[config.mk]
export PLATFORM = sky130hd
export DESIGN_NAME = source_text_tokenizer_core
export DESIGN_NICKNAME = d
export VERILOG_FILES = /design/src/rtl/core/stt_pkg.sv /design/src/rtl/core/stt_scanner.sv /design/src/rtl/core/stt_result_fifo.sv /design/src/rtl/core/source_text_tokenizer_core.sv
export SDC_FILE = /design/constraint.sdc
export NUM_CORES = 2
export LEC_CHECK = 0
export BUFFER_PORTS_ARGS = -buffer_cell sky130_fd_sc_hd__buf_2
export CAP_MARGIN = 20
export CELL_PAD_IN_SITES_DETAIL_PLACEMENT = 0
export CELL_PAD_IN_SITES_GLOBAL_PLACEMENT = 2
export CORE_MARGIN = 1.5
export CORE_UTILIZATION = 44
export DETAILED_ROUTE_END_ITERATION = 8
export GPL_ROUTABILITY_DRIVEN = 1
export GPL_TIMING_DRIVEN = 0
export PLACE_DENSITY_LB_ADDON = 0.1
export SLEW_MARGIN = 10
export SYNTH_ARGS = -nofsm -noshare
export SYNTH_HDL_FRONTEND = slang
export SYNTH_SLANG_ARGS = --single-unit
[constraint.sdc]
create_clock -name clk_i -period 9.87 [get_ports clk_i]
set_input_delay 0.987 -clock clk_i [delete_from_list [all_inputs] [get_ports clk_i]]
set_output_delay 0.987 -clock clk_i [all_outputs]
set_load 0.005 [all_outputs]
[src/rtl/core/stt_pkg.sv]
package stt_pkg;

  // Default widths of the natural accumulator and the line counter.
  localparam int unsigned VALUE_WIDTH_DEF = 64;
  localparam int unsigned LINE_WIDTH_DEF  = 32;

  // Result queue between the scanner and the output port.
  localparam int unsigned FIFO_DEPTH = 4;
  localparam int unsigned FIFO_PTR_W = $clog2(FIFO_DEPTH);
  localparam int unsigned FIFO_CNT_W = $clog2(FIFO_DEPTH + 1);

  // Scanner modes.
  typedef enum logic [3:0] {
    MODE_START  = 4'd0,
    MODE_NUMBER = 4'd1,
    MODE_IDENT  = 4'd2,
    MODE_STRING = 4'd3,
    MODE_ESCAPE = 4'd4,
    MODE_DASH   = 4'd5,
    MODE_HASH   = 4'd6,
    MODE_SLASH  = 4'd7,
    MODE_LINE   = 4'd8,
    MODE_BLOCK  = 4'd9
  } scan_mode_e;

  // Token kinds.
  localparam logic [4:0] KIND_DONE      = 5'd0;
  localparam logic [4:0] KIND_DOT       = 5'd1;
  localparam logic [4:0] KIND_SEMI      = 5'd2;
  localparam logic [4:0] KIND_LPAREN    = 5'd3;
  localparam logic [4:0] KIND_RPAREN    = 5'd4;
  localparam logic [4:0] KIND_COMMA     = 5'd5;
  localparam logic [4:0] KIND_COLON     = 5'd6;
  localparam logic [4:0] KIND_QUESTION  = 5'd7;
  localparam logic [4:0] KIND_BAR       = 5'd8;
  localparam logic [4:0] KIND_EQUALS    = 5'd9;
  localparam logic [4:0] KIND_ARROW     = 5'd10;
  localparam logic [4:0] KIND_DOLLAR    = 5'd11;
  localparam logic [4:0] KIND_AMP       = 5'd12;
  localparam logic [4:0] KIND_KW_FIRST  = 5'd13;
  localparam logic [4:0] KIND_STRING    = 5'd21;
  localparam logic [4:0] KIND_NATURAL   = 5'd22;
  localparam logic [4:0] KIND_IDENT     = 5'd23;
  localparam logic [4:0] KIND_TEXT_BYTE = 5'd24;

  // Error codes.
  localparam logic [2:0] ERR_NONE          = 3'd0;
  localparam logic [2:0] ERR_UNEXPECTED    = 3'd1;
  localparam logic [2:0] ERR_BAD_ESCAPE    = 3'd2;
  localparam logic [2:0] ERR_OPEN_STRING   = 3'd3;
  localparam logic [2:0] ERR_OPEN_COMMENT  = 3'd4;

  // Keyword spellings, one byte per position, padded with zeros.
  localparam int unsigned KW_COUNT = 8;
  localparam logic [7:0] KW_TEXT [KW_COUNT][8] = '{
    '{"l", "e", "t", 8'd0, 8'd0, 8'd0, 8'd0, 8'd0},
    '{"f", "n", 8'd0, 8'd0, 8'd0, 8'd0, 8'd0, 8'd0},
    '{"p", "i", 8'd0, 8'd0, 8'd0, 8'd0, 8'd0, 8'd0},
    '{"s", "g", 8'd0, 8'd0, 8'd0, 8'd0, 8'd0, 8'd0},
    '{"a", "d", "t", 8'd0, 8'd0, 8'd0, 8'd0, 8'd0},
    '{"s", "e", "l", "f", 8'd0, 8'd0, 8'd0, 8'd0},
    '{"u", "n", "i", "v", "e", "r", "s", "e"},
    '{"d", "e", "c", "l", "a", "r", "e", 8'd0}
  };
  localparam logic [3:0] KW_LEN [KW_COUNT] = '{
    4'd3, 4'd2, 4'd2, 4'd2, 4'd3, 4'd4, 4'd8, 4'd7
  };

  // One result item as it travels to the output port.
  typedef struct packed {
    logic [4:0]  token_kind;
    logic [7:0]  text_byte;
    logic [63:0] number_value;
    logic        number_overflow;
    logic [31:0] line_number;
    logic [2:0]  error_code;
    logic        last;
  } result_t;

  // True when keyword k can take byte c at position pos, given that the
  // bytes so far spelt the prefix of keyword cand.
  function automatic logic kw_match(logic [2:0] k, logic [2:0] cand, logic [2:0] pos,
                                    logic [7:0] c);
    logic ok;
    ok = ({1'b0, pos} < KW_LEN[k]) && (KW_TEXT[k][pos] == c);
    for (int i = 0; i < 7; i++) begin
      if ((3'(i) < pos) && (KW_TEXT[k][i] != KW_TEXT[cand][i])) begin
        ok = 1'b0;
      end
    end
    return ok;
  endfunction

endpackage

[src/rtl/core/stt_scanner.sv]
module stt_scanner #(
  parameter int unsigned VALUE_WIDTH = stt_pkg::VALUE_WIDTH_DEF,
  parameter int unsigned LINE_WIDTH  = stt_pkg::LINE_WIDTH_DEF
) (
  input  logic             clk_i,
  input  logic             rst_ni,
  input  logic             step_i,
  input  logic [7:0]       byte_i,
  input  logic             eot_i,
  output logic             res_a_valid_o,
  output stt_pkg::result_t res_a_o,
  output logic             res_b_valid_o,
  output stt_pkg::result_t res_b_o
);

  localparam logic [LINE_WIDTH-1:0] LineMax = '1;

  stt_pkg::scan_mode_e    mode_q, mode_d;
  logic [2:0]             cand_q, cand_d;
  logic [3:0]             pos_q, pos_d;
  logic                   star_q, star_d;
  logic [VALUE_WIDTH-1:0] acc_q, acc_d;
  logic                   ovf_q, ovf_d;
  logic [LINE_WIDTH-1:0]  lc_q, lc_d;
  logic                   halt_q, halt_d;

  logic [LINE_WIDTH-1:0]  lc_inc, ln_now, ln_inc;
  logic [VALUE_WIDTH+3:0] acc_wide;
  logic [VALUE_WIDTH+3:0] acc_ext;

  // Start-of-token decode.
  stt_pkg::scan_mode_e st_mode;
  logic                st_emit;
  logic [4:0]          st_kind;
  logic [7:0]          st_byte;
  logic [2:0]          st_err;
  logic                st_fail;
  logic                st_line;
  logic                st_num;
  logic                st_hash;

  // Keyword search.
  logic       kw_hit;
  logic [2:0] kw_idx;
  logic       kw_done;

  // Scratch for the main step.
  logic       do_start;
  logic       start_in_b;
  logic       a_v, b_v;
  stt_pkg::result_t ra, rb;

  // Saturating line counts; the reported line is the count plus one.
  assign lc_inc = (lc_q == LineMax) ? lc_q : lc_q + LINE_WIDTH'(1);
  assign ln_now = lc_inc;
  assign ln_inc = (lc_inc == LineMax) ? lc_inc : lc_inc + LINE_WIDTH'(1);

  // Multiply by ten and add the digit; any bit above the value width is overflow.
  assign acc_ext  = {4'b0000, acc_q};
  assign acc_wide = (acc_ext << 3) + (acc_ext << 1) + (VALUE_WIDTH + 4)'(byte_i[3:0]);

  // Decode of a byte that opens a new token.
  always_comb begin
    st_mode = stt_pkg::MODE_START;
    st_emit = 1'b0;
    st_kind = stt_pkg::KIND_DONE;
    st_byte = 8'd0;
    st_err  = stt_pkg::ERR_NONE;
    st_fail = 1'b0;
    st_line = 1'b0;
    st_num  = 1'b0;
    st_hash = 1'b0;
    unique case (byte_i) inside
      "\n":            st_line = 1'b1;
      " ", "\t", "\r": ;
      ".": begin st_emit = 1'b1; st_kind = stt_pkg::KIND_DOT;      end
      ";": begin st_emit = 1'b1; st_kind = stt_pkg::KIND_SEMI;     end
      "(": begin st_emit = 1'b1; st_kind = stt_pkg::KIND_LPAREN;   end
      ")": begin st_emit = 1'b1; st_kind = stt_pkg::KIND_RPAREN;   end
      ",": begin st_emit = 1'b1; st_kind = stt_pkg::KIND_COMMA;    end
      ":": begin st_emit = 1'b1; st_kind = stt_pkg::KIND_COLON;    end
      "?": begin st_emit = 1'b1; st_kind = stt_pkg::KIND_QUESTION; end
      "|": begin st_emit = 1'b1; st_kind = stt_pkg::KIND_BAR;      end
      "=": begin st_emit = 1'b1; st_kind = stt_pkg::KIND_EQUALS;   end
      "$": begin st_emit = 1'b1; st_kind = stt_pkg::KIND_DOLLAR;   end
      "&": begin st_emit = 1'b1; st_kind = stt_pkg::KIND_AMP;      end
      "-":  st_mode = stt_pkg::MODE_DASH;
      "#": begin
        st_mode = stt_pkg::MODE_HASH;
        st_hash = 1'b1;
      end
      "\"": st_mode = stt_pkg::MODE_STRING;
      "/":  st_mode = stt_pkg::MODE_SLASH;
      ["0":"9"]: begin
        st_mode = stt_pkg::MODE_NUMBER;
        st_num  = 1'b1;
      end
      ["a":"z"], ["A":"Z"]: begin
        st_mode = stt_pkg::MODE_IDENT;
        st_emit = 1'b1;
        st_kind = stt_pkg::KIND_TEXT_BYTE;
        st_byte = byte_i;
      end
      default: begin
        st_emit = 1'b1;
        st_fail = 1'b1;
        st_err  = stt_pkg::ERR_UNEXPECTED;
      end
    endcase
  end

  // First keyword that can take this byte after the prefix seen so far.
  always_comb begin
    kw_hit = 1'b0;
    kw_idx = 3'd0;
    for (int k = stt_pkg::KW_COUNT - 1; k >= 0; k--) begin
      if (stt_pkg::kw_match(3'(k), cand_q, pos_q[2:0], byte_i)) begin
        kw_hit = 1'b1;
        kw_idx = 3'(k);
      end
    end
    kw_done = ({1'b0, pos_q[2:0]} + 4'd1) == stt_pkg::KW_LEN[kw_idx];
  end

  // One step of the scanner: next state and up to two results.
  always_comb begin
    mode_d     = mode_q;
    cand_d     = cand_q;
    pos_d      = pos_q;
    star_d     = star_q;
    acc_d      = acc_q;
    ovf_d      = ovf_q;
    lc_d       = lc_q;
    halt_d     = halt_q;
    do_start   = 1'b0;
    start_in_b = 1'b0;
    a_v        = 1'b0;
    b_v        = 1'b0;
    ra         = '0;
    rb         = '0;
    ra.line_number = 32'(ln_now);
    rb.line_number = 32'(ln_now);

    if (eot_i) begin
      // End of text: flush a pending token, report, then return to reset.
      a_v = 1'b1;
      if (!halt_q) begin
        case (mode_q)
          stt_pkg::MODE_NUMBER: begin
            ra.token_kind      = stt_pkg::KIND_NATURAL;
            ra.number_value    = 64'(acc_q);
            ra.number_overflow = ovf_q;
            b_v                = 1'b1;
          end
          stt_pkg::MODE_IDENT: begin
            ra.token_kind = stt_pkg::KIND_IDENT;
            b_v           = 1'b1;
          end
          stt_pkg::MODE_STRING: ra.error_code = stt_pkg::ERR_OPEN_STRING;
          stt_pkg::MODE_ESCAPE: ra.error_code = stt_pkg::ERR_BAD_ESCAPE;
          stt_pkg::MODE_BLOCK:  ra.error_code = stt_pkg::ERR_OPEN_COMMENT;
          stt_pkg::MODE_DASH,
          stt_pkg::MODE_HASH:   ra.error_code = stt_pkg::ERR_UNEXPECTED;
          default: ;
        endcase
      end
      mode_d = stt_pkg::MODE_START;
      cand_d = 3'd0;
      pos_d  = 4'd0;
      star_d = 1'b0;
      acc_d  = '0;
      ovf_d  = 1'b0;
      lc_d   = '0;
      halt_d = 1'b0;
    end else if (!halt_q) begin
      unique case (mode_q)
        stt_pkg::MODE_NUMBER: begin
          if (byte_i >= "0" && byte_i <= "9") begin
            acc_d = acc_wide[VALUE_WIDTH-1:0];
            if (|acc_wide[VALUE_WIDTH+3:VALUE_WIDTH]) begin
              ovf_d = 1'b1;
            end
          end else begin
            a_v                = 1'b1;
            ra.token_kind      = stt_pkg::KIND_NATURAL;
            ra.number_value    = 64'(acc_q);
            ra.number_overflow = ovf_q;
            do_start           = 1'b1;
            start_in_b         = 1'b1;
          end
        end
        stt_pkg::MODE_IDENT: begin
          a_v = 1'b1;
          if ((byte_i >= "0" && byte_i <= "9") || (byte_i >= "a" && byte_i <= "z") ||
              (byte_i >= "A" && byte_i <= "Z")) begin
            ra.token_kind = stt_pkg::KIND_TEXT_BYTE;
            ra.text_byte  = byte_i;
          end else begin
            ra.token_kind = stt_pkg::KIND_IDENT;
            do_start      = 1'b1;
            start_in_b    = 1'b1;
          end
        end
        stt_pkg::MODE_STRING: begin
          if (byte_i == "\"") begin
            a_v           = 1'b1;
            ra.token_kind = stt_pkg::KIND_STRING;
            mode_d        = stt_pkg::MODE_START;
          end else if (byte_i == "\\") begin
            mode_d = stt_pkg::MODE_ESCAPE;
          end else begin
            // A newline inside a string counts before its byte is reported.
            a_v           = 1'b1;
            ra.token_kind = stt_pkg::KIND_TEXT_BYTE;
            ra.text_byte  = byte_i;
            if (byte_i == "\n") begin
              lc_d           = lc_inc;
              ra.line_number = 32'(ln_inc);
            end
          end
        end
        stt_pkg::MODE_ESCAPE: begin
          a_v           = 1'b1;
          ra.token_kind = stt_pkg::KIND_TEXT_BYTE;
          mode_d        = stt_pkg::MODE_STRING;
          case (byte_i)
            "\\":    ra.text_byte = "\\";
            "n":     ra.text_byte = "\n";
            "r":     ra.text_byte = "\r";
            "\"":    ra.text_byte = "\"";
            "t":     ra.text_byte = "\t";
            default: begin
              ra.token_kind = stt_pkg::KIND_DONE;
              ra.error_code = stt_pkg::ERR_BAD_ESCAPE;
              halt_d        = 1'b1;
              mode_d        = stt_pkg::MODE_START;
            end
          endcase
        end
        stt_pkg::MODE_DASH: begin
          a_v    = 1'b1;
          mode_d = stt_pkg::MODE_START;
          if (byte_i == ">") begin
            ra.token_kind = stt_pkg::KIND_ARROW;
          end else begin
            ra.error_code = stt_pkg::ERR_UNEXPECTED;
            halt_d        = 1'b1;
          end
        end
        stt_pkg::MODE_HASH: begin
          if (kw_hit) begin
            if (kw_done) begin
              a_v           = 1'b1;
              ra.token_kind = stt_pkg::KIND_KW_FIRST + 5'(kw_idx);
              mode_d        = stt_pkg::MODE_START;
              cand_d        = 3'd0;
              pos_d         = 4'd0;
            end else begin
              cand_d = kw_idx;
              pos_d  = {1'b0, pos_q[2:0]} + 4'd1;
            end
          end else begin
            a_v           = 1'b1;
            ra.error_code = stt_pkg::ERR_UNEXPECTED;
            halt_d        = 1'b1;
            mode_d        = stt_pkg::MODE_START;
          end
        end
        stt_pkg::MODE_SLASH: begin
          if (byte_i == "/") begin
            mode_d = stt_pkg::MODE_LINE;
          end else if (byte_i == "*") begin
            mode_d = stt_pkg::MODE_BLOCK;
            star_d = 1'b0;
          end else begin
            // A lone slash is dropped and this byte opens a token.
            do_start = 1'b1;
          end
        end
        stt_pkg::MODE_LINE: begin
          if (byte_i == "\n") begin
            lc_d   = lc_inc;
            mode_d = stt_pkg::MODE_START;
          end
        end
        stt_pkg::MODE_BLOCK: begin
          if (star_q && byte_i == "/") begin
            star_d = 1'b0;
            mode_d = stt_pkg::MODE_START;
          end else begin
            if (byte_i == "\n") begin
              lc_d = lc_inc;
            end
            star_d = (byte_i == "*");
          end
        end
        default: do_start = 1'b1;
      endcase

      // Apply the start-of-token decode where this byte opens a token.
      if (do_start) begin
        mode_d = st_mode;
        if (st_line) begin
          lc_d = lc_inc;
        end
        if (st_num) begin
          acc_d = VALUE_WIDTH'(byte_i[3:0]);
          ovf_d = 1'b0;
        end
        if (st_hash) begin
          cand_d = 3'd0;
          pos_d  = 4'd0;
        end
        if (st_fail) begin
          halt_d = 1'b1;
        end
        if (st_emit) begin
          if (start_in_b) begin
            b_v           = 1'b1;
            rb.token_kind = st_kind;
            rb.text_byte  = st_byte;
            rb.error_code = st_err;
          end else begin
            a_v           = 1'b1;
            ra.token_kind = st_kind;
            ra.text_byte  = st_byte;
            ra.error_code = st_err;
          end
        end
      end
    end

    // Mark the final result of this step.
    if (b_v) begin
      rb.last = 1'b1;
    end else begin
      ra.last = 1'b1;
    end
  end

  assign res_a_valid_o = a_v;
  assign res_a_o       = ra;
  assign res_b_valid_o = b_v;
  assign res_b_o       = rb;

  // Scanner state.
  always_ff @(posedge clk_i or negedge rst_ni) begin
    if (!rst_ni) begin
      mode_q <= stt_pkg::MODE_START;
      cand_q <= 3'd0;
      pos_q  <= 4'd0;
      star_q <= 1'b0;
      acc_q  <= '0;
      ovf_q  <= 1'b0;
      lc_q   <= '0;
      halt_q <= 1'b0;
    end else if (step_i) begin
      mode_q <= mode_d;
      cand_q <= cand_d;
      pos_q  <= pos_d;
      star_q <= star_d;
      acc_q  <= acc_d;
      ovf_q  <= ovf_d;
      lc_q   <= lc_d;
      halt_q <= halt_d;
    end
  end

endmodule

[src/rtl/core/stt_result_fifo.sv]
module stt_result_fifo (
  input  logic             clk_i,
  input  logic             rst_ni,
  input  logic             push_i,
  input  logic             push_a_i,
  input  stt_pkg::result_t data_a_i,
  input  logic             push_b_i,
  input  stt_pkg::result_t data_b_i,
  output logic             room_o,
  output logic             valid_o,
  input  logic             ready_i,
  output stt_pkg::result_t data_o
);

  localparam int unsigned PtrW = stt_pkg::FIFO_PTR_W;
  localparam int unsigned CntW = stt_pkg::FIFO_CNT_W;

  stt_pkg::result_t mem_q [stt_pkg::FIFO_DEPTH];
  logic [PtrW-1:0]  wr_q, wr_d, rd_q, rd_d;
  logic [CntW-1:0]  cnt_q, cnt_d;
  logic             pop;
  logic [CntW-1:0]  n_push;

  // Room for the two results that one step can make.
  assign room_o  = cnt_q <= CntW'(stt_pkg::FIFO_DEPTH - 2);
  assign valid_o = cnt_q != '0;
  assign data_o  = mem_q[rd_q];
  assign pop     = valid_o && ready_i;

  assign n_push = push_i ? (CntW'(push_a_i) + CntW'(push_b_i)) : '0;
  assign wr_d   = wr_q + PtrW'(n_push);
  assign rd_d   = pop ? rd_q + PtrW'(1) : rd_q;
  assign cnt_d  = cnt_q + n_push - CntW'(pop);

  // Result storage.
  always_ff @(posedge clk_i) begin
    if (push_i && push_a_i) begin
      mem_q[wr_q] <= data_a_i;
    end
    if (push_i && push_b_i) begin
      mem_q[wr_q + PtrW'(1)] <= data_b_i;
    end
  end

  // Pointers and fill level.
  always_ff @(posedge clk_i or negedge rst_ni) begin
    if (!rst_ni) begin
      wr_q  <= '0;
      rd_q  <= '0;
      cnt_q <= '0;
    end else begin
      wr_q  <= wr_d;
      rd_q  <= rd_d;
      cnt_q <= cnt_d;
    end
  end

endmodule

[src/rtl/core/source_text_tokenizer_core.sv]
// Streaming tokenizer for source text.
// The slave channel takes one source byte per transfer in s_axis_tdata; s_axis_tuser
// set marks end of text, and the byte is then ignored. The master channel gives one
// token or text byte per transfer: the kind in m_axis_tuser, the rest in m_axis_tdata,
// and m_axis_tlast on the last result that an input byte causes. A byte gives no,
// one or two results; end of text always gives at least the done or error result.
// The result of a byte passes through the input register, then one scanner step into
// the result queue, and only then appears on the master channel; a full queue can
// hold the step back.
// Throughput: one byte per cycle while bytes give at most one result each and the
// receiver takes each result; the single-read queue sends one result per cycle,
// so a byte that ends a natural or identifier and opens a token needs two transfers.
// Reset clears the scanner to the start of a token with line count zero and
// empties the result queue. When the receiver stalls, the queue (four results)
// fills, and s_axis_tready drops while a byte waits in the input register and fewer
// than two entries are free; nothing is lost. After an error, bytes are dropped
// until end of text, which returns the scanner to its reset state.
module source_text_tokenizer_core #(
  parameter int unsigned VALUE_WIDTH = stt_pkg::VALUE_WIDTH_DEF,
  parameter int unsigned LINE_WIDTH  = stt_pkg::LINE_WIDTH_DEF
) (
  input  logic         clk_i,
  input  logic         rst_ni,
  input  logic         s_axis_tvalid,
  output logic         s_axis_tready,
  input  logic [7:0]   s_axis_tdata,  // [7:0] text_byte_in
  input  logic         s_axis_tuser,  // [0] end_of_text
  output logic         m_axis_tvalid,
  input  logic         m_axis_tready,
  output logic [111:0] m_axis_tdata,  // [7:0] text_byte_out, [71:8] number_value,
                                      // [72] number_overflow, [104:73] line_number,
                                      // [107:105] error_code, [111:108] zero
  output logic [4:0]   m_axis_tuser,  // [4:0] token_kind
  output logic         m_axis_tlast
);

  logic             in_v_q, in_v_d;
  logic [7:0]       in_byte_q;
  logic             in_eot_q;
  logic             step;
  logic             room;
  logic             res_a_v, res_b_v;
  stt_pkg::result_t res_a, res_b;
  stt_pkg::result_t head;

  // The registered byte is scanned when the queue can take both possible results.
  assign step          = in_v_q && room;
  assign s_axis_tready = !in_v_q || step;
  assign in_v_d        = (s_axis_tvalid && s_axis_tready) || (in_v_q && !step);

  // Input register.
  always_ff @(posedge clk_i or negedge rst_ni) begin
    if (!rst_ni) begin
      in_v_q <= 1'b0;
    end else begin
      in_v_q <= in_v_d;
    end
  end

  always_ff @(posedge clk_i) begin
    if (s_axis_tvalid && s_axis_tready) begin
      in_byte_q <= s_axis_tdata;
      in_eot_q  <= s_axis_tuser;
    end
  end

  stt_scanner #(
    .VALUE_WIDTH (VALUE_WIDTH),
    .LINE_WIDTH  (LINE_WIDTH)
  ) u_scanner (
    .clk_i         (clk_i),
    .rst_ni        (rst_ni),
    .step_i        (step),
    .byte_i        (in_byte_q),
    .eot_i         (in_eot_q),
    .res_a_valid_o (res_a_v),
    .res_a_o       (res_a),
    .res_b_valid_o (res_b_v),
    .res_b_o       (res_b)
  );

  stt_result_fifo u_result_fifo (
    .clk_i    (clk_i),
    .rst_ni   (rst_ni),
    .push_i   (step),
    .push_a_i (res_a_v),
    .data_a_i (res_a),
    .push_b_i (res_b_v),
    .data_b_i (res_b),
    .room_o   (room),
    .valid_o  (m_axis_tvalid),
    .ready_i  (m_axis_tready),
    .data_o   (head)
  );

  // Pack the result at the head of the queue onto the master channel.
  assign m_axis_tdata = {4'b0000, head.error_code, head.line_number, head.number_overflow,
                         head.number_value, head.text_byte};
  assign m_axis_tuser = head.token_kind;
  assign m_axis_tlast = head.last;

endmodule
Yosys cells after proc, flatten, opt, wreduce, memory -nomap -nowiden
Memories as Yosys holds them, arrays and structs flattened. Index checks and enable logic that the tools add are counted.

$add $sub $neg: 12. $mul: 0. Divide/modulo/power cells: 0. Magnitude comparators: 21. Equality and inequality tests: 76. Shift operators: 0. Multiplexer cells: 249. Bitwise logic cells: 3. Reductions and logical operators: 72.

Operator list (number): $mux W64 (8); $mux W32 (15); $mux W65 (5); $ne A7 B8 Y1 const A (24); $mux W8 (20); $eq A8 B6 Y1 const B (17); $mux W1 (120); $mux W13 (9); $mux W113 (1); $pmux W32 S3 (1); $mux W4 (22); $mux W3 (25); $add A67 B65 Y68 (1); $add A68 B4 Y68 (1); $add A32 B1 Y32 const B (2); $eq A32 B32 Y1 const B (2); $eq A8 B8 Y1 (8); $pmux W5 S12 (1); $logic_and A1 B1 Y1 (46); $eq A8 B7 Y1 const B (5); $reduce_bool A8 Y1 (5); $mux W5 (7); $pmux W7 S5 (1); $pmux W5 S6 (1); 55 further kinds (86).

Register bits: 127. Bits in latches: 0. Bits in writable memories: 456. Memory bits (read-only): 1056. Bits of input ports: 13. Output and inout bits: 120. Word-level logic and storage cells: 458. Memories kept: 11.

Memories: (name not given) (depth 8, width 64, rd ports 1, clocked after memory_dff 0, write ports 0, RTL line stt_pkg.sv:87) `if ((3'(i) < pos) && (KW_TEXT[k][i] != KW_TEXT[cand][i])) begin`; u_result_fifo.mem_q (depth 4, width 114, rd ports 1, clocked after memory_dff 0, write ports 2, RTL line stt_result_fifo.sv:18) `stt_pkg::result_t mem_q [stt_pkg::FIFO_DEPTH];`; (name not given) (depth 8, width 8, rd ports 1, clocked after memory_dff 0, write ports 0, RTL line stt_pkg.sv:85) `ok = ({1'b0, pos} < KW_LEN[k]) && (KW_TEXT[k][pos] == c);`; (name not given) (depth 8, width 8, rd ports 1, clocked after memory_dff 0, write ports 0, RTL line stt_pkg.sv:85); (name not given) (depth 8, width 8, rd ports 1, clocked after memory_dff 0, write ports 0, RTL line stt_pkg.sv:85); (name not given) (depth 8, width 8, rd ports 1, clocked after memory_dff 0, write ports 0, RTL line stt_pkg.sv:85); +5 memories.

Logic depth before layout (Yosys ltp)
Depth in word-level cells: 38. Mapped depth: 27. Depth with buffers taken out: 26.

Cells and area by module
From an unflattened synthesis, not the netlist that was laid out.

Cell total of the unflattened synthesis: 3154. Area, all modules: 37738.7 um2.

Modules (own cells, without submodules): stt_result_fifo (instances 1, cells each 1148, area each 22669.2 um2); stt_scanner (instances 1, cells each 1987, area each 14705.4 um2); source_text_tokenizer_core (instances 1, cells each 19, area each 364.1 um2).

Least setup slack after synthesis
Ideal clock, no wire load.

Kind: reg-to-reg. Start: register u_scanner.pos_q[0]. End: memory u_result_fifo.mem_q[0][0] (netlist bit) (enable). Library setup time: 0.405 ns. Arrival time: 5.855 ns. Data required time: 9.465 ns. Slack: 3.609 ns. Stages on the path, launching flop included: 25. Buffers on the path: 6. Period minus slack after synthesis: 6.261 ns. Path through: dfrtp_1 > clkbuf_1 > clkinv_1 > ha_1 > buf_2 > nor4b_1 > a31oi_1 > o22a_1 > or4_1 > a21boi_4 > nor2b_1 > o21ai_0 > inv_1 > ha_1 > nand2_1 > a2111oi_1 > a31oi_1 > a22oi_2 > a211oi_1 > or4_1 > buf_2 > buf_6 > buf_6 > buf_6 > nand2_1.

RTL lines: start, declared (RTL line stt_scanner.sv:20) `logic [3:0] pos_q, pos_d;`; start signal, assigned (RTL line stt_scanner.sv:360) `pos_q <= pos_d;`; end, declared (RTL line stt_result_fifo.sv:18).

==> metrics <==
detail-routed via count per cell=approximately 6.3; area occupied by multi-input gates=~17000 sq um; number of DRC markers in iteration 0=a little under 3000; IO Port Bufs=128; gr usage total=0.2959; Post-synth EDFFs=roughly 200; Avg Inst Size Synth=approximately 9.7 sq um; Synth-to-Final Area Change=13.10%; family with the most delay on the worst path=buffers and inverters; Post-Route Setup TNS=0 ns; hold buffers post-CTS=0; Filler cells=a little under 7000; RSZ-0062 raised after global routing=no; most common cell after layout, fill and taps aside=o21ai_0; routed len/inst=between 20 and 25 um; Max Slew Vio Count=0; largest net degree at the start of global routing=80; Final Skew=0.02853 ns; Initial Util=0.4432; setup violators final=0; initial antenna violation count=4; routability congestion estimate=0.9334; Final ANT Viol Nets=0; upper clock frequency limit=roughly 0.12 GHz; Reg clk slew, reported paths=roughly 0.06 ns; Setup CP Type=register to register; Critical Path Most Common Cell=clkbuf_1; DR DRC count=0; PwrDens=roughly 210 nW/um^2; TritonCTS clock tree=built; Die Y=approximately 280 um; crit-path cells=clkbuf_1 > clkinv_1 > ha_1 > buf_2 > xnor2_1 > nor4_1 > nand3_1 > o21a_1 > nor2b_1 > o21ai_0 > inv_1 > ha_1 > and3_1 > o21ai_1 > a22oi_2 > a211oi_1 > or2_1 > clkbuf_1 > buf_6 > clkbuf_1 > nand2_4; layout cells sized above 1=0.1262; Worst Path Max Fanout=47; post-route core utilization=0.5012; Die W=between 200 and 300 um; CTS Root Cell=clkbuf_16; Clock Sinks=a little under 600; Skew-Pair Late Insertion Delay=a little over 0.6 ns; IO Count=roughly 130; area of the core=74200 sq um; startpoint types=register; sequential fraction of the synthesis area=0.4321; Slowest Stage Delay on Critical Path=about 0.8 ns; final wirelength=roughly 120000 um; die area=76380 sq um; Primary FF master, synth=dfxtp_1; Hold Fails Final Rpt=0; CTS buffer count=68; Yosys reg bits=roughly 580; Synth Area in Compound Gates=0.1867; post-synthesis mux area share=0.08151; status=complete, no violations; final worst path period share=0.8564; Worst Tran Pin Value=about 1.3 ns; HP Class=input pin to asynchronous set/reset pin; relative slew slack=0.1665; grt ovf=0; Synth Area in Adders=0.06043; mapped cell area=about 33000 sq um; CP Capture Type=register; vias in the first global route=roughly 28000; commonest non-fill, non-tap cells in the layout=403 x o21ai_0, 335 x nand3_1, 314 x nand2_1; Synth warnings=0; Register Area=around 14000 sq um; Setup Fix Bufs, Post-CTS=0; simple-gate share of the synthesized area=0.1624; Worst path slowest cell=clkbuf_1; Post-synth ARST share=0.2010; Worst Path Buf+Inv=7; xor and xnor area share after synthesis=0.03459; Distinct cells, synth=between 100 and 150; CTS Buffer Depth=3; first-pass GRT wire length=174300 um; minimum clock period=between 8 and 9 ns; Rows=100; post-synthesis instance total=~3400; Layout Nets=roughly 3800; main combinational cell family by area after synthesis=compound AO/OA/AOI/OAI gates; Pre-antenna DRT Iters=6; Post-DP HPWL=about 80000 um; Vias=a little under 30000; H-tree levels=3; Crit path required time=between 10 and 15 ns; Leak=about 14 nW; WP data arrival=8.60 ns; MaxCap Viol Count=0; Max VDD drop=~120 uV; post_cts resized=0
==> power by group <==
| part | leakage [nW] | switching (mW) | internal [mW] |
|---|---|---|---|
| Combinational | 7.14 | 1.66 | 0.729 |
| Clock | 1.10 | 1.06 | 1.52 |
| Sequential | 5.64 | 0.0622 | 2.69 |
| Total | 13.9 | 2.78 | 4.95 |
==> synthesized netlist by cell type (12+ instances only) <==
| cell type | number | share of area |
|---|---|---|
| nand4_1 | 21 | 0.0040 |
| mux4_2 | 114 | 0.078 |
| a211oi_1 | 13 | 0.0030 |
| o31ai_1 | 24 | 0.0055 |
| nand2_1 | 318 | 0.036 |
| buf_2 | 36 | 0.0055 |
| nor3_1 | 48 | 0.0073 |
| nor2_1 | 105 | 0.012 |
| and3_1 | 24 | 0.0046 |
| and2_1 | 16 | 0.0030 |
| buf_6 | 14 | 0.0048 |
| inv_1 | 54 | 0.0062 |
| o21ai_1 | 73 | 0.011 |
| or3_1 | 14 | 0.0027 |
| a31oi_1 | 26 | 0.0049 |
| nor4_1 | 23 | 0.0044 |
| nand3_1 | 335 | 0.051 |
| ha_1 | 154 | 0.059 |
| o21ai_0 | 403 | 0.061 |
| o21bai_1 | 17 | 0.0039 |
| edfxtp_1 | 197 | 0.18 |
| o211ai_1 | 12 | 0.0027 |
| nor2b_1 | 21 | 0.0040 |
| a22o_1 | 25 | 0.0067 |
| o22ai_1 | 131 | 0.025 |
| a21o_1 | 52 | 0.012 |
| clkbuf_1 | 170 | 0.019 |
| buf_1 | 32 | 0.0037 |
| xnor2_1 | 75 | 0.020 |
| o21a_1 | 22 | 0.0050 |
| dfrtp_1 | 117 | 0.089 |
| dfxtp_1 | 268 | 0.16 |
| xor2_1 | 53 | 0.014 |
| a21oi_1 | 145 | 0.022 |
| nand2b_1 | 38 | 0.0072 |
==> worst register-to-register path: stages, from the launching register on <==
cell	delay, ns
dfrtp_1	0.47
clkbuf_1	0.40
clkinv_1	0.47
ha_1	0.44
buf_2	0.25
xnor2_1	0.14
nor4_1	0.51
nand3_1	0.14
o21a_1	0.25
nor2b_1	0.15
o21ai_0	0.36
inv_1	0.12
ha_1	0.33
and3_1	0.19
o21ai_1	0.19
a22oi_2	0.18
a211oi_1	0.43
or2_1	0.32
clkbuf_1	0.81
buf_6	0.30
clkbuf_1	0.75
nand2_4	0.74
==> cell families (layout without fill, tap and decap cells) <==
group                    after synthesis  count (layout)
AO/OA/AOI/OAI                       1026            1026
XOR/XNOR                             129             129
adder cells (fa/ha/maj)              157             157
buffers and inverters                318             578
flip-flops                           582             582
multiplexers                         125             125
other                                  1               5
AND/OR/NAND/NOR                     1059            1059
==> path summary, 6_finish.rpt <==
path	cells past startpoint	endpoint	slack [ns]	from
worst max-delay path	21	u_result_fifo.mem_q[1][9]	1.42	u_scanner.pos_q[0]
worst min-delay path	1	u_scanner.pos_q[0]	0.30	rst_ni
worst max register to register	21	u_result_fifo.mem_q[1][9]	1.42	u_scanner.pos_q[0]
worst min register to register	2	u_result_fifo.mem_q[0][54]	0.46	u_result_fifo.mem_q[0][54]
max in group asynchronous	2	u_scanner.acc_q[40]	8.73	rst_ni
min in group clk_i	2	u_result_fifo.mem_q[0][54]	0.46	u_result_fifo.mem_q[0][54]
==> flip-flops by register name, indices dropped and copies added (netlist names) <==
register	flops
in_v_q	1
u_scanner.pos_q	3
u_result_fifo.mem_q	456
in_eot_q	1
u_result_fifo.rd_q	2
u_scanner.ovf_q	1
u_scanner.cand_q	3
u_result_fifo.wr_q	2
in_byte_q	8
u_scanner.mode_q	4
u_scanner.star_q	1
u_scanner.lc_q	32
u_scanner.acc_q	64
u_scanner.halt_q	1
u_result_fifo.cnt_q	3
==> metal layers <==
layer | GRT usage | wire length, um
met1 | 0.4253 | 51790
met3 | 0.05450 | 9220
met5 | 0 | 23
met4 | 0.08911 | 3312
met2 | 0.4526 | 51020
==> cell type report <==
cell class                 count  area share
buffer                       262     0.03166
multi-input combinational   2500      0.4664
clock inverter                33    0.009387
clock buffer                  90     0.05131
timing repair buffer         137     0.02086
antenna                        1  0.00006729
sequential                   582      0.3821
tap                          969     0.03260
inverter                      56    0.005652
==> through the flow <==
stage                     cell area, sq um  std cells  total power, mW  hold slack, ns  setup slack (ns)
after floorplan                      32890       3400            4.152          0.4357             3.609
after global placement               34750       4497            5.128          0.4423            0.2316
after detailed placement             34900       4504            5.162          0.4528             1.513
after CTS                            37160       4627            7.735          0.2930             1.466
after global routing                 37190       4629            7.997          0.3118             1.049
final                                37190       4630            7.728          0.3035             1.418
(Power assumes the default switching activity.)
